<file path="config.mk">
export PLATFORM = sky130hd
export DESIGN_NAME = ntfs_runlist_decoder_core
export DESIGN_NICKNAME = d
export VERILOG_FILES = /design/src/design/ntfs_rld_pkg.sv /design/src/design/ntfs_rld_step.sv /design/src/design/ntfs_runlist_decoder_core.sv
export SDC_FILE = /design/constraint.sdc
export NUM_CORES = 1
export LEC_CHECK = 0
export BUFFER_PORTS_ARGS = -buffer_cell sky130_fd_sc_hd__buf_2
export CORE_ASPECT_RATIO = 1.25
export CORE_MARGIN = 10
export CORE_UTILIZATION = 30
export DETAILED_ROUTE_END_ITERATION = 10
export GPL_ROUTABILITY_DRIVEN = 0
export SETUP_SLACK_MARGIN = 0.1
export SLEW_MARGIN = 20
export SYNTH_ARGS = -nofsm -noshare
export SYNTH_HDL_FRONTEND = slang
export SYNTH_SLANG_ARGS = --single-unit
export TNS_END_PERCENT = 5
</file>
<file path="constraint.sdc">
create_clock -name clk -period 14 [get_ports clk]
set_input_delay 1.4 -clock clk [delete_from_list [all_inputs] [get_ports clk]]
set_output_delay 1.4 -clock clk [all_outputs]
set_load 0.01 [all_outputs]
</file>
<file path="src/design/ntfs_rld_pkg.sv">
`timescale 1ns / 1ps
// ----------------------------------------------------------------------------
// NTFS run-list decoder package
// Phase codes, decoder state and result types shared by the step logic and
// the top level.
// ----------------------------------------------------------------------------
package ntfs_rld_pkg;

	localparam logic [7:0] NIB_LO = 8'h0F;
	localparam logic [7:0] NIB_HI = 8'hF0;

	typedef enum logic [3:0] {
		PH_HEADER = 4'b0001,
		PH_COUNT  = 4'b0010,
		PH_DELTA  = 4'b0100,
		PH_SKIP   = 4'b1000
	} phase_t;

	typedef struct packed {
		phase_t      phase;
		logic [3:0]  len_left;
		logic [3:0]  off_left;
		logic [3:0]  pos;
		logic [31:0] cnt;
		logic [31:0] dlt;
		logic [31:0] base;
	} st_t;

	typedef struct packed {
		logic        emit;
		logic [31:0] start_cluster;
		logic [31:0] cluster_count;
		logic        run_valid;
		logic        list_end;
	} res_t;

	localparam st_t ST_RESET = '{
		phase:    PH_HEADER,
		len_left: 4'd0,
		off_left: 4'd0,
		pos:      4'd0,
		cnt:      32'd0,
		dlt:      32'd0,
		base:     32'd0
	};

	// drop the byte into its slot; bytes past the fourth are ignored
	function automatic logic [31:0] place_byte(logic [31:0] acc, logic [3:0] pos,
			logic [7:0] b);
		logic [31:0] r;
		r = acc;
		if (pos[3:2] == 2'b00) begin
			unique case (pos[1:0])
				2'd0: r[7:0]   = b;
				2'd1: r[15:8]  = b;
				2'd2: r[23:16] = b;
				2'd3: r[31:24] = b;
			endcase
		end
		return r;
	endfunction

endpackage

</file>
<file path="src/design/ntfs_rld_step.sv">
`timescale 1ns / 1ps
// ----------------------------------------------------------------------------
// NTFS run-list decoder step
// Next-state and result logic for one run-list byte.
// ----------------------------------------------------------------------------
module ntfs_rld_step (
	input  ntfs_rld_pkg::st_t  cur,
	input  logic [7:0]         data_byte,
	input  logic               buffer_last,
	output ntfs_rld_pkg::st_t  nxt,
	output ntfs_rld_pkg::res_t res
);
	import ntfs_rld_pkg::*;

	logic [31:0] cnt_new;
	logic [31:0] dlt_new;
	logic [31:0] dlt_ext;
	logic [31:0] base_new;
	logic [3:0]  len_dec;
	logic [3:0]  off_dec;

	assign cnt_new  = place_byte(cur.cnt, cur.pos, data_byte);
	assign dlt_new  = place_byte(cur.dlt, cur.pos, data_byte);
	assign len_dec  = cur.len_left - 4'd1;
	assign off_dec  = cur.off_left - 4'd1;
	assign base_new = cur.base + dlt_ext;

	// sign-extend short deltas from their top byte
	always_comb begin
		unique case (cur.pos)
			4'd0:    dlt_ext = {{24{dlt_new[7]}}, dlt_new[7:0]};
			4'd1:    dlt_ext = {{16{dlt_new[15]}}, dlt_new[15:0]};
			4'd2:    dlt_ext = {{8{dlt_new[23]}}, dlt_new[23:0]};
			default: dlt_ext = dlt_new;
		endcase
	end

	always_comb begin
		nxt = cur;
		res = '0;
		unique case (cur.phase)
			PH_HEADER: begin
				if (data_byte == 8'd0) begin
					res.emit     = 1'b1;
					res.list_end = 1'b1;
					nxt.phase    = PH_SKIP;
				end else begin
					nxt.len_left = data_byte[3:0] & NIB_LO[3:0];
					nxt.off_left = 4'((data_byte & NIB_HI) >> 4);
					nxt.pos      = 4'd0;
					nxt.cnt      = 32'd0;
					nxt.dlt      = 32'd0;
					nxt.phase    = (data_byte[3:0] != 4'd0) ? PH_COUNT : PH_DELTA;
				end
			end
			PH_COUNT: begin
				nxt.cnt      = cnt_new;
				nxt.len_left = len_dec;
				nxt.pos      = cur.pos + 4'd1;
				if (len_dec == 4'd0) begin
					nxt.pos = 4'd0;
					if (cur.off_left == 4'd0) begin
						// no delta bytes: sparse run, base holds
						res.emit          = 1'b1;
						res.run_valid     = 1'b1;
						res.cluster_count = cnt_new;
						res.start_cluster = 32'd0;
						nxt               = ST_RESET;
						nxt.base          = cur.base;
					end else begin
						nxt.phase = PH_DELTA;
					end
				end
			end
			PH_DELTA: begin
				nxt.dlt      = dlt_new;
				nxt.off_left = off_dec;
				nxt.pos      = cur.pos + 4'd1;
				if (off_dec == 4'd0) begin
					res.emit          = 1'b1;
					res.run_valid     = 1'b1;
					res.cluster_count = cur.cnt;
					res.start_cluster = (dlt_ext == 32'd0) ? 32'd0 : base_new;
					nxt               = ST_RESET;
					nxt.base          = base_new;
				end
			end
			PH_SKIP: begin
				nxt = cur;
			end
			default: begin
				nxt = ST_RESET;
			end
		endcase

		// buffer end: report the end once and start a fresh list
		if (buffer_last) begin
			if (res.emit) begin
				res.list_end = 1'b1;
			end else if (cur.phase != PH_SKIP) begin
				res.emit     = 1'b1;
				res.list_end = 1'b1;
			end
			nxt = ST_RESET;
		end
	end

endmodule

</file>
<file path="src/design/ntfs_runlist_decoder_core.sv">
`timescale 1ns / 1ps
// ----------------------------------------------------------------------------
// NTFS run-list decoder core
// Byte-stream decoder that turns an NTFS data-run list into runs.
// ----------------------------------------------------------------------------
// Usage:
//   Input stream s_*: one run-list byte per request in s_tdata, s_tlast on
//   the last byte of the buffer. Output stream m_*: one result per completed
//   run, terminator or cut-off buffer; m_tdata = {cluster_count,
//   start_cluster}, m_tuser = run valid, m_tlast = end of list.
// Timing:
//   One byte is decoded per cycle by the step logic while s_tready is high;
//   a result goes to the result register, or to the skid register if that
//   is full. Sustained rate is one byte per cycle while m_tready stays high.
// Stall:
//   A two-entry output buffer (result register plus skid register) keeps
//   s_tready high while one result waits; s_tready drops only when both are
//   full, and no byte is lost or repeated.
// Reset:
//   arst_n clears the decoder to expect a header byte with base cluster 0
//   and empties the output buffer. A buffer-last byte does the same to the
//   decoder state so the next byte starts a new list.
// ----------------------------------------------------------------------------
module ntfs_runlist_decoder_core (
	input  logic        clk,
	input  logic        arst_n,
	input  logic        s_tvalid,
	output logic        s_tready,
	input  logic [7:0]  s_tdata,   // [7:0] data_byte
	input  logic        s_tlast,
	output logic        m_tvalid,
	input  logic        m_tready,
	output logic [63:0] m_tdata,   // [31:0] start_cluster, [63:32] cluster_count
	output logic        m_tuser,   // [0] run_valid
	output logic        m_tlast
);
	import ntfs_rld_pkg::*;

	st_t  st_q;
	st_t  st_nxt;
	res_t res;

	logic        out_vld_q;
	logic [63:0] out_data_q;
	logic        out_user_q;
	logic        out_last_q;
	logic        skd_vld_q;
	logic [63:0] skd_data_q;
	logic        skd_user_q;
	logic        skd_last_q;

	logic accept;
	logic push;
	logic take;

	ntfs_rld_step u_step (
		.cur         (st_q),
		.data_byte   (s_tdata),
		.buffer_last (s_tlast),
		.nxt         (st_nxt),
		.res         (res)
	);

	assign s_tready = ~skd_vld_q;
	assign accept   = s_tvalid & s_tready;
	assign push     = accept & res.emit;
	assign take     = out_vld_q & m_tready;

	assign m_tvalid = out_vld_q;
	assign m_tdata  = out_data_q;
	assign m_tuser  = out_user_q;
	assign m_tlast  = out_last_q;

	always_ff @(posedge clk or negedge arst_n) begin
		if (!arst_n) begin
			st_q <= ST_RESET;
		end else if (accept) begin
			st_q <= st_nxt;
		end
	end

	always_ff @(posedge clk or negedge arst_n) begin
		if (!arst_n) begin
			out_vld_q <= 1'b0;
			skd_vld_q <= 1'b0;
		end else begin
			if (skd_vld_q) begin
				if (take) begin
					skd_vld_q <= 1'b0;
				end
			end else if (push) begin
				if (out_vld_q && !take) begin
					skd_vld_q <= 1'b1;
				end else begin
					out_vld_q <= 1'b1;
				end
			end else if (take) begin
				out_vld_q <= 1'b0;
			end
		end
	end

	// payload: refill from skid first, otherwise load the new result
	always_ff @(posedge clk) begin
		if (skd_vld_q) begin
			if (take) begin
				out_data_q <= skd_data_q;
				out_user_q <= skd_user_q;
				out_last_q <= skd_last_q;
			end
		end else if (push) begin
			if (out_vld_q && !take) begin
				skd_data_q <= {res.cluster_count, res.start_cluster};
				skd_user_q <= res.run_valid;
				skd_last_q <= res.list_end;
			end else begin
				out_data_q <= {res.cluster_count, res.start_cluster};
				out_user_q <= res.run_valid;
				out_last_q <= res.list_end;
			end
		end
	end

endmodule
</file>
==> impl_metrics.yaml, run 1 <==
critical_path:
  critPathSlowestCell: "o41ai_1"
  end_kind: "flop"
  cp.required_ps: 14270
  path_cells: "inv_1, ha_1, or3b_1, mux2i_1, inv_1, ha_1, o211ai_1, a21oi_1, o41ai_1, o31ai_1, a21oi_1, xnor2_1, and2_1, mux2_2"
  cp.arrival_ps: 4940
  cp_max_fo: 13
  crit_type: "flop to flop"
  cp_num_buf_inv: 2
  crit_family: "compound AO/OA/AOI/OAI gates"
  crit_path_start_kind: "flop"
  max_stage_delay_ps: 740
routing:
  drc: 0
  drt-vias-per-instance: 5.288
  drtIter0Drc: 732
  wl_per_cell_um: 18.55
  drt_wl_total_mm: 32.88
  vias: 9375
  first_pass_iters: 5
  antenna_left: 0
grt:
  grt_pass1_wl_mm: 52.20
  grt_start_max_net_pins: 67
  antenna_found_initial: 4
  grt_remaining_overflow: 0
  gr-usage-all-layers: 0.1254
  grt_pass1_vias: 9171
floorplanning:
  dieArea_sq_um: 51350
  start_util: 0.3035
  die_y_um: 250.9
  rows: 84
  core-area_sq_um: 42150
  die_w_um: 204.7
  io-pin-count: 81
yosys:
  synthMuxAreaShare: 0.04714
  synth.distinct_cells: 76
  synth_edf_count: 132
  synth_top_area_frac: 0.3099
  synthAdderAreaFrac: 0.04460
  synth_top_family_by_area: "compound AO/OA/AOI/OAI gates"
  ys_top_cells_by_count: "nand2_1 (140), edfxtp_1 (132), dfrtp_1 (113)"
  synth-simple-area-share: 0.1192
  synth-async-reset-ratio: 0.4634
  yosys_warnings: 0
  syn_nets: 1219
  synth_area_leader_cell: "edfxtp_1"
  synth_area_sq_um: 12790
  ys_top_cells_by_area: "edfxtp_1 (31%), dfrtp_1 (22%), ha_1 (4.3%)"
  syn_area_per_cell_sq_um: 11.02
  synth_compound_area_frac: 0.1984
  yosysMostFrequentCell: "nand2_1"
  yosysSeqAreaShare: 0.5330
  synth-xor-area-share: 0.02122
  synthCells: 1161
  synth_seq_cells: 246
  ys.flop_type: "edfxtp_1"
timing:
  tightest_slew_ps: 947.0
  relSlewSlack: 0.3597
  finalCriticalPeriod_ps: 4671
  setup-violations-final: 0
  tns_ps: 0
  hold_viol: 0
  finalCritPeriodShare: 0.3337
  layout_setup_ws_ps: 9329
  slew_violations: 0
  grt_setup_unrepaired: "no"
  fin_skew_ps: 10.43
  max_freq_ghz: 0.2141
min_path:
  hold_path.class: "flop to flop"
cells_and_area:
  final_net_count: 1256
  nFillCells: 4166
  area_growth_syn_to_layout_pct: 12.92
  n_antenna_cell: 0
  post_route_cells_drive_above_1_share: 0.1516
  fin_util: 0.3427
power_and_ir_drop:
  p_sw_frac: 0.3074
  p_comb_frac: 0.243
  vdd_drop_max_mv: 0.06037
  p_int_mw: 1.398
  clkPwrFrac: 0.310
  p_switching_uw: 620.3
  p_per_area_nw_per_um2: 139.7
  seqPwrFrac: 0.447
  p_leak_nw: 5.706
clock_tree:
  cts_tree: "built"
  cts_max_path_buffers: 3
  postCtsSetupBuffers: 0
  cts_buffers: 23
  cts_sinks: 246
  clock_latency_ps: 520
  hold_buffers: 0
  cts-htree-levels: 1
  clk_pin_slew_ps: 60
  post_cts_resized: 0
  root_buffer: "clkbuf_16"
placed_design:
  hpwlAfterDp_mm: 22.99
  post-place-ws_ps: 9056
  portBuffers: 80
run_status:
  status: "finished, final reports clean"
job:
  cap_violations: 0
power groups by stage:
stage          registers (mW)  logic [mW]  clock network (mW)
6_report                0.903       0.491               0.625
5_1_grt                 0.912       0.544               0.669
4_1_cts                 0.905       0.492               0.642
3_5_place_dp            0.919       0.491                   0
3_3_place_gp            0.916       0.488                   0
2_1_floorplan           0.948       0.303                   0
kinds of logic (layout without fill, tap and decap cells):
logic type	Yosys count	count (layout)
AOI/OAI and AO/OA	351	351
xor gates and xnor gates	31	31
adders and majority gates	45	45
buffers and inverters	113	166
DFF	246	246
muxes	55	55
and+or+nand+nor	320	320
placed cells by master (no fill, tap or decap), types with 7 or more instances in the layout:
| cell type | instances |
|---|---|
| or3_1 | 8 |
| a21o_1 | 15 |
| nand2_1 | 140 |
| o41ai_1 | 7 |
| and2_1 | 10 |
| nor2_1 | 55 |
| nand3_1 | 15 |
| a211oi_1 | 7 |
| o21ai_1 | 15 |
| nand2b_1 | 11 |
| a32o_1 | 30 |
| nor2b_1 | 8 |
| xnor2_1 | 18 |
| buf_2 | 79 |
| a31oi_1 | 8 |
| mux2_2 | 42 |
| buf_4 | 10 |
| clkinv_1 | 7 |
| o31ai_1 | 50 |
| xor2_1 | 13 |
| o21bai_1 | 8 |
| edfxtp_1 | 132 |
| nor3_1 | 21 |
| nor4_1 | 7 |
| clkbuf_16 | 24 |
| o21ai_0 | 53 |
| dfrtp_1 | 113 |
| a22o_1 | 62 |
| ha_1 | 44 |
| a21oi_1 | 52 |
| mux2i_1 | 13 |
| inv_1 | 35 |
| nand4_1 | 9 |
tightest hold or removal path, cell delays in order, from the launching register on:
cell and delay [ps]:
dfrtp_1 340, nand2_1 50, o31ai_1 50
sequential cells by signal, summed over array words and instances (netlist names):
name,flops
st_q,112
m_tdata,64
skd_data_q,64
m_tlast,1
m_tuser,1
m_tvalid,1
skd_last_q,1
skd_user_q,1
skd_vld_q,1
through the flow:
stage               total power [mW]  cells  hold WS [ps]  area, sq um
global placement               1.404   1731         468.3        13670
detailed placement             1.411   1731         473.3        13670
finish                         2.018   1773         480.8        14450
CTS                            2.040   1772         487.5        14410
floorplan                      1.251   1161         449.8        12790
global route                   2.125   1773         511.9        14450
final cells by class:
type                            count  area [sq um]  share of cell area
Clock buffer                       32         650.6             0.04504
Clock inverter                      9         86.33            0.005977
Inverter                           35         131.4            0.009095
Multi-Input combinational cell    802          5562              0.3850
Sequential cell                   246          6818              0.4720
Tap cell                          559         699.4             0.04842
Timing Repair Buffer               90         498.0             0.03447
final timing paths:
check / startpoint / endpoint / slack (ps) / cells past startpoint
setup / recovery: st_q[96] / m_tdata[26] / 9330 / 14
hold / removal: st_q[8] / st_q[8] / 480 / 2
setup reg to reg: st_q[96] / m_tdata[26] / 9330 / 14
hold reg to reg: st_q[8] / st_q[8] / 480 / 2
max in group asynchronous: arst_n / st_q[69] / 11820 / 2
min in group asynchronous: arst_n / st_q[5] / 930 / 1
routing by layer:
metal / vias up / track usage / part of all wire / routed length (um)
met5: - / 0 / 0.0015 / 48
met4: 8 / 0.05107 / 0.032 / 1061
met3: 65 / 0.01789 / 0.046 / 1519
met2: 240 / 0.2112 / 0.50 / 16420
met1: 4607 / 0.1577 / 0.42 / 13830
li1: 4455 / - / - / -
No activity file was read; power rests on OpenSTA's default activity.
==> inputs of run 2 (changes only) <==
==> constraint.sdc (replaced) <==
create_clock -name clk -period 4.6 [get_ports clk]
set_input_delay 0.46 -clock clk [delete_from_list [all_inputs] [get_ports clk]]
set_output_delay 0.46 -clock clk [all_outputs]
set_load 0.01 [all_outputs]
==> run 2 against run 1 <==
Net effect:
- the run now ends with negative hold slack left
- fmax grew 11%
- critical path type unchanged
- total power grew to 3.1 times the previous value
- core utilization grew 0.56 points
- largest cell class unchanged
==> impl_metrics.yaml, run 2 (same netlist as run 1, synthesis figures left out) <==
timing:
  relSlewSlack: 0.3414
  fin_skew_ps: 25.28
  tightest_slew_ps: 980.3
  hold_viol: 1
  max_freq_ghz: 0.2371
  finalCritPeriodShare: 0.9170
  setup-violations-final: 0
  whs_ps: -0.2477
  tns_ps: 0
  grt_setup_unrepaired: "yes"
  finalCriticalPeriod_ps: 4218
  slew_violations: 0
  layout_setup_ws_ps: 381.7
clock_tree:
  root_buffer: "clkbuf_16"
  cts_buffers: 24
  clock_latency_ps: 540
  cts-htree-levels: 1
  cts_tree: "built"
  cts_max_path_buffers: 3
  hold_buffers: 0
  cts_sinks: 246
  clk_pin_slew_ps: 70
cells_and_area:
  top_register: "st_q"
  largest_register_ffs: 112
  fin_util: 0.3484
  post_route_cells_drive_above_1_share: 0.1692
  area_growth_syn_to_layout_pct: 14.77
  design_area_sq_um: 14680
  final_cell_mix: "nand2_1 (140), edfxtp_1 (132), dfrtp_1 (113)"
  final_common_cell: "nand2_1"
  n_antenna_cell: 0
  final_net_count: 1281
  fin_cells: 1800
critical_path:
  cp.arrival_ps: 4520
  r2r-end: "m_tdata[26]"
  r2r_slack_ps: 380
  max_stage_delay_ps: 560
  crit_path_start_kind: "flop"
  cp.required_ps: 4900
  cpMostUsedCell: "inv_1"
  path_cells: "inv_1, ha_1, or3b_1, mux2i_1, inv_1, ha_1, inv_1, fa_1, nand2b_1, a21oi_1, o41ai_1, o31ai_1, a21oi_1, xnor2_1, and2_1, mux2_2"
  reg2reg_depth: 16
  r2r_start: "st_q[96]"
  cp_max_fo: 9
  critPathSlowestCell: "or3b_1"
  end_kind: "flop"
  crit_type: "flop to flop"
grt:
  grt_pass1_wl_mm: 53.91
  antenna_found_initial: 4
  grt_start_max_net_pins: 67
  gr-usage-all-layers: 0.1289
  grt_remaining_overflow: 0
  grt_pass1_vias: 9444
floorplanning:
  core-area_sq_um: 42150
  die_w_um: 204.7
  start_util: 0.3035
  rows: 84
  die_y_um: 250.9
  io-pin-count: 81
  dieArea_sq_um: 51350
routing:
  drtIter0Drc: 665
  antenna_left: 0
  wl_per_cell_um: 18.98
  first_pass_iters: 6
  vias: 9498
  drt-vias-per-instance: 5.277
  drc: 0
  drt_wl_total_mm: 34.17
placed_design:
  place_area_sq_um: 13900
  portBuffers: 80
  hpwlAfterDp_mm: 24.31
  post-place-cells: 1756
  post-place-ws_ps: 403.2
run_status:
  status: "finished with violations"
  violations: "negative hold slack"
job:
  cap_violations: 0
power_and_ir_drop:
  p_per_area_nw_per_um2: 426.1
  p_leak_nw: 5.858
  total_power_mw: 6.256
  vdd_drop_max_mv: 0.2205
min_path:
  hold_path.class: "input port to async pin"
==> run 2: repair_timing <==
action,4_1_cts,5_1_grt
setup buffers,0,0
resized for setup,0,1
hold endpoints to repair,0,0
setup endpoints to repair,0,6
==> run 2: worst max path at each step <==
stage / start / end / slack, ps
after floorplan: st_q[104] / m_tdata[0] / 410
after global placement: st_q[96] / m_tdata[19] / 340
after detailed placement: st_q[96] / m_tdata[19] / 400
after CTS: st_q[96] / m_tdata[19] / 390
after global routing: st_q[97] / m_tdata[26] / 50
final: st_q[96] / m_tdata[26] / 380
==> run 2: where the power goes <==
group | switching (mW) | internal [mW]
sequential | 0.100 | 2.64
clock | 0.859 | 1.14
combinational | 0.982 | 0.526
total | 1.94 | 4.31
==> run 2: critical path: cells and delay by family, from the launching register on <==
kind	cells	cell delay (ps)
XOR/XNOR	1	190
AND/OR/NAND/NOR	3	930
AO/OA/AOI/OAI	4	1000
flip-flops	1	430
buffers and inverters	3	240
multiplexers	2	470
adder cells (fa/ha/maj)	3	740
==> run 2: layout make-up <==
type,count,area [sq um]
sequential,246,6818
inverter,35,131.4
timing repair buffer,114,695.7
multi-input combinational,802,5559
fill,4169,27460
tap,559,699.4
clock buffer,36,686.9
clock inverter,8,91.34
==> run 2: metal layers <==
metal / up-vias / track usage / share of wire
li1: 4493 / - / -
met4: 8 / 0.05086 / 0.032
met2: 208 / 0.2211 / 0.50
met1: 4720 / 0.1586 / 0.43
met3: 69 / 0.01982 / 0.039
met5: - / 0 / 0.0012
==> inputs of run 3 (changes only) <==
--- a/config.mk
+++ b/config.mk
@@ -5,12 +5,12 @@
 export SDC_FILE = /design/constraint.sdc
 export NUM_CORES = 1
 export LEC_CHECK = 0
+export ABC_AREA = 1
 export BUFFER_PORTS_ARGS = -buffer_cell sky130_fd_sc_hd__buf_2
 export CORE_ASPECT_RATIO = 1.25
 export CORE_MARGIN = 10
 export CORE_UTILIZATION = 30
 export DETAILED_ROUTE_END_ITERATION = 10
-export GPL_ROUTABILITY_DRIVEN = 0
 export SETUP_SLACK_MARGIN = 0.1
 export SLEW_MARGIN = 20
 export SYNTH_ARGS = -nofsm -noshare
==> run 3 against run 2 <==
Net effect:
- the flow now finishes without violations
- sequential power grew 3%
- worst hold slack improved by 250 ps
- via count up 30%
- critical path type unchanged
- critical endpoint is now m_tdata[30]
==> impl_metrics.yaml, run 3 <==
cells_and_area:
  post_route_cells_drive_above_1_share: 0.09481
  final_net_count: 1947
  design_area_sq_um: 16090
  final_cell_mix: "nand2_1 (584), inv_1 (236), nor2_1 (179)"
  final_common_cell: "nand2_1"
  fin_cells: 2539
  largest_register_ffs: 112
  area_growth_syn_to_layout_pct: 14.13
  n_antenna_cell: 0
  top_register: "st_q"
yosys:
  yosysMostFrequentCell: "nand2_1"
  synth_area_sq_um: 14100
  ys.flop_type: "edfxtp_1"
  synth_top_area_frac: 0.2811
  syn_area_per_cell_sq_um: 7.739
  synth-async-reset-ratio: 0.4634
  yosys_warnings: 0
  ys_top_cells_by_area: "edfxtp_1 (28%), dfrtp_1 (20%), nand2_1 (16%)"
  synth_seq_cells: 246
  ys_top_cells_by_count: "nand2_1 (584), inv_1 (237), nor2_1 (183)"
  yosysSeqAreaShare: 0.4835
  synth.distinct_cells: 42
  synth_area_leader_cell: "edfxtp_1"
  syn_nets: 1880
  synth_edf_count: 132
  synthCells: 1822
clock_tree:
  cts_tree: "built"
  postCtsSetupBuffers: 0
  cts_sinks: 246
  clock_latency_ps: 560
  clk_pin_slew_ps: 70
  cts_max_path_buffers: 3
  root_buffer: "clkbuf_16"
  cts-htree-levels: 1
  cts_buffers: 27
power_and_ir_drop:
  clkPwrFrac: 0.315
  seqPwrFrac: 0.404
  p_per_area_nw_per_um2: 431.8
  p_sw_frac: 0.3508
  p_leak_nw: 7.504
  p_comb_frac: 0.281
  p_int_mw: 4.512
  p_switching_mw: 2.438
  vdd_drop_max_mv: 0.2641
floorplanning:
  start_util: 0.3042
  die_w_um: 213.9
  rows: 88
  core-area_sq_um: 46350
  io-pin-count: 81
  die_y_um: 262.4
  dieArea_sq_um: 56130
placed_design:
  post-place-cells: 2489
  routabilityCongestion: 0.9613
  place_area_sq_um: 15210
  portBuffers: 80
  hpwlAfterDp_mm: 34.78
grt:
  grt_start_max_net_pins: 57
  grt_pass1_wl_mm: 72.14
  gr-usage-all-layers: 0.1610
  antenna_found_initial: 0
  grt_remaining_overflow: 0
  grt_pass1_vias: 12420
min_path:
  min_from: "s_tdata[0]"
  hold_path.class: "input port to flop"
run_status:
  status: "finished, final reports clean"
routing:
  drt_wl_total_mm: 46.50
  drtIter0Drc: 846
  wl_met1_mm: 18.63
  met3_length_mm: 2.096
  wl_per_cell_um: 18.32
  drc: 0
  vias: 12340
  wl_met2_mm: 23.68
  antenna_left: 0
  top_layer: "met4"
  first_pass_iters: 5
  drt-vias-per-instance: 4.860
timing:
  grt_setup_unrepaired: "no"
  finalCriticalPeriod_ps: 4119
  finalCritPeriodShare: 0.8954
  tightest_slew_ps: 1071
  fin_skew_ps: 34.03
  slew_violations: 0
  setup-violations-final: 0
  max_freq_ghz: 0.2428
  hold_viol: 0
  tns_ps: 0
  relSlewSlack: 0.2824
critical_path:
  cp_num_buf_inv: 3
  cp.arrival_ps: 4530
  r2r_start: "st_q[97]"
  end_kind: "flop"
  max_stage_delay_ps: 410
  critPathSlowestCell: "dfrtp_1"
  cp.required_ps: 5010
  crit_path_start_kind: "flop"
  crit_type: "flop to flop"
  cpMostUsedCell: "nand2_1"
  cp_max_fo: 15
  crit_start: "st_q[97]"
  crit_family: "simple AND/OR/NAND/NOR gates"
  path_cells: "inv_1, ha_1, inv_1, nor2_4, nand2_1, o21ai_1, o21ai_0, ha_1, nand2_1, nor2_1, inv_1, nor3_1, nand2_1, nand2_1, nand2_1, nand3_1, nand2_1, nor2_1, nand2_1, a21oi_1"
job:
  cap_violations: 0
run 3: cell types whose count changed in the layout (fill, tap and decap cells not counted), sizes merged, moves of 21 or more:
cell,previous run,this run
nand2,141,590
inv,35,243
nor2,57,191
nand3,15,108
o21ai,69,138
a22o,62,7
o31ai,50,1
mux2,42,0
a32o,30,0
nand4,9,32
o22ai,3,24
run 3: final timing paths:
| check | end | slack [ps] | cells past startpoint |
|---|---|---|---|
| max | m_tdata[30] | 480 | 20 |
| min | st_q[104] | 250 | 3 |
| max reg2reg | m_tdata[30] | 480 | 20 |
| min reg2reg | st_q[23] | 500 | 2 |
| max in group asynchronous | st_q[92] | 3010 | 3 |
| min in group asynchronous | st_q[90] | 490 | 2 |
run 3: area by class of cell:
| class | count | area, sq um |
|---|---|---|
| tap | 630 | 788.3 |
| sequential | 246 | 6818 |
| inverter | 244 | 917.1 |
| multi-input combinational | 1267 | 6092 |
| clock inverter | 11 | 106.4 |
| timing repair buffer | 103 | 603.1 |
| clock buffer | 38 | 769.5 |
| fill | 4894 | 30260 |
run 3: power groups by stage:
stage	combinational [mW]	clock [mW]	sequential [mW]
6_report	1.95	2.19	2.81
5_1_grt	2.18	2.34	2.84
4_1_cts	1.99	2.25	2.82
3_5_place_dp	1.98	0	2.86
3_3_place_gp	1.96	0	2.86
2_1_floorplan	1.11	0	2.95
run 3: what timing repair did:
item,in CTS,in global routing
endpoints found under the hold margin,40,0
gates resized for setup,0,0
hold buffers,1,0
run 3: kinds of logic (layout without fill, tap and decap cells):
family | count (synthesis) | after routing | synth area share
AND/OR/NAND/NOR | 967 | 967 | 0.2878
XOR/XNOR | 8 | 8 | 0.004969
buffers and inverters | 309 | 396 | 0.08740
adder cells (fa/ha/maj) | 45 | 45 | 0.04046
AO/OA/AOI/OAI | 247 | 247 | 0.09583
flip-flops | 246 | 246 | 0.4835
run 3: worst reg2reg max path: cells and delay by family (launching register included):
| family | cells | cell delay, ps |
|---|---|---|
| AND/OR/NAND/NOR | 12 | 1980 |
| adder cells (fa/ha/maj) | 2 | 630 |
| AO/OA/AOI/OAI | 3 | 630 |
| flip-flops | 1 | 410 |
| buffers and inverters | 3 | 320 |
run 3: metal layers:
layer,global-route usage,vias up
met4,0.07227,0
met5,0,-
met1,0.1881,5900
met3,0.01910,86
met2,0.2887,322
li1,-,6031
run 3: stage by stage:
stage	utilization	worst slack (ps)	total power [mW]	hold WS (ps)
finish	0.3472	481.0	6.950	249.4
global route	0.3472	138.6	7.358	257.2
CTS	0.3472	524.7	7.061	219.3
detailed placement	0.3281	545.0	4.839	489.6
global placement	0.3281	556.3	4.820	478.4
floorplan	-	-58.87	4.064	164.4
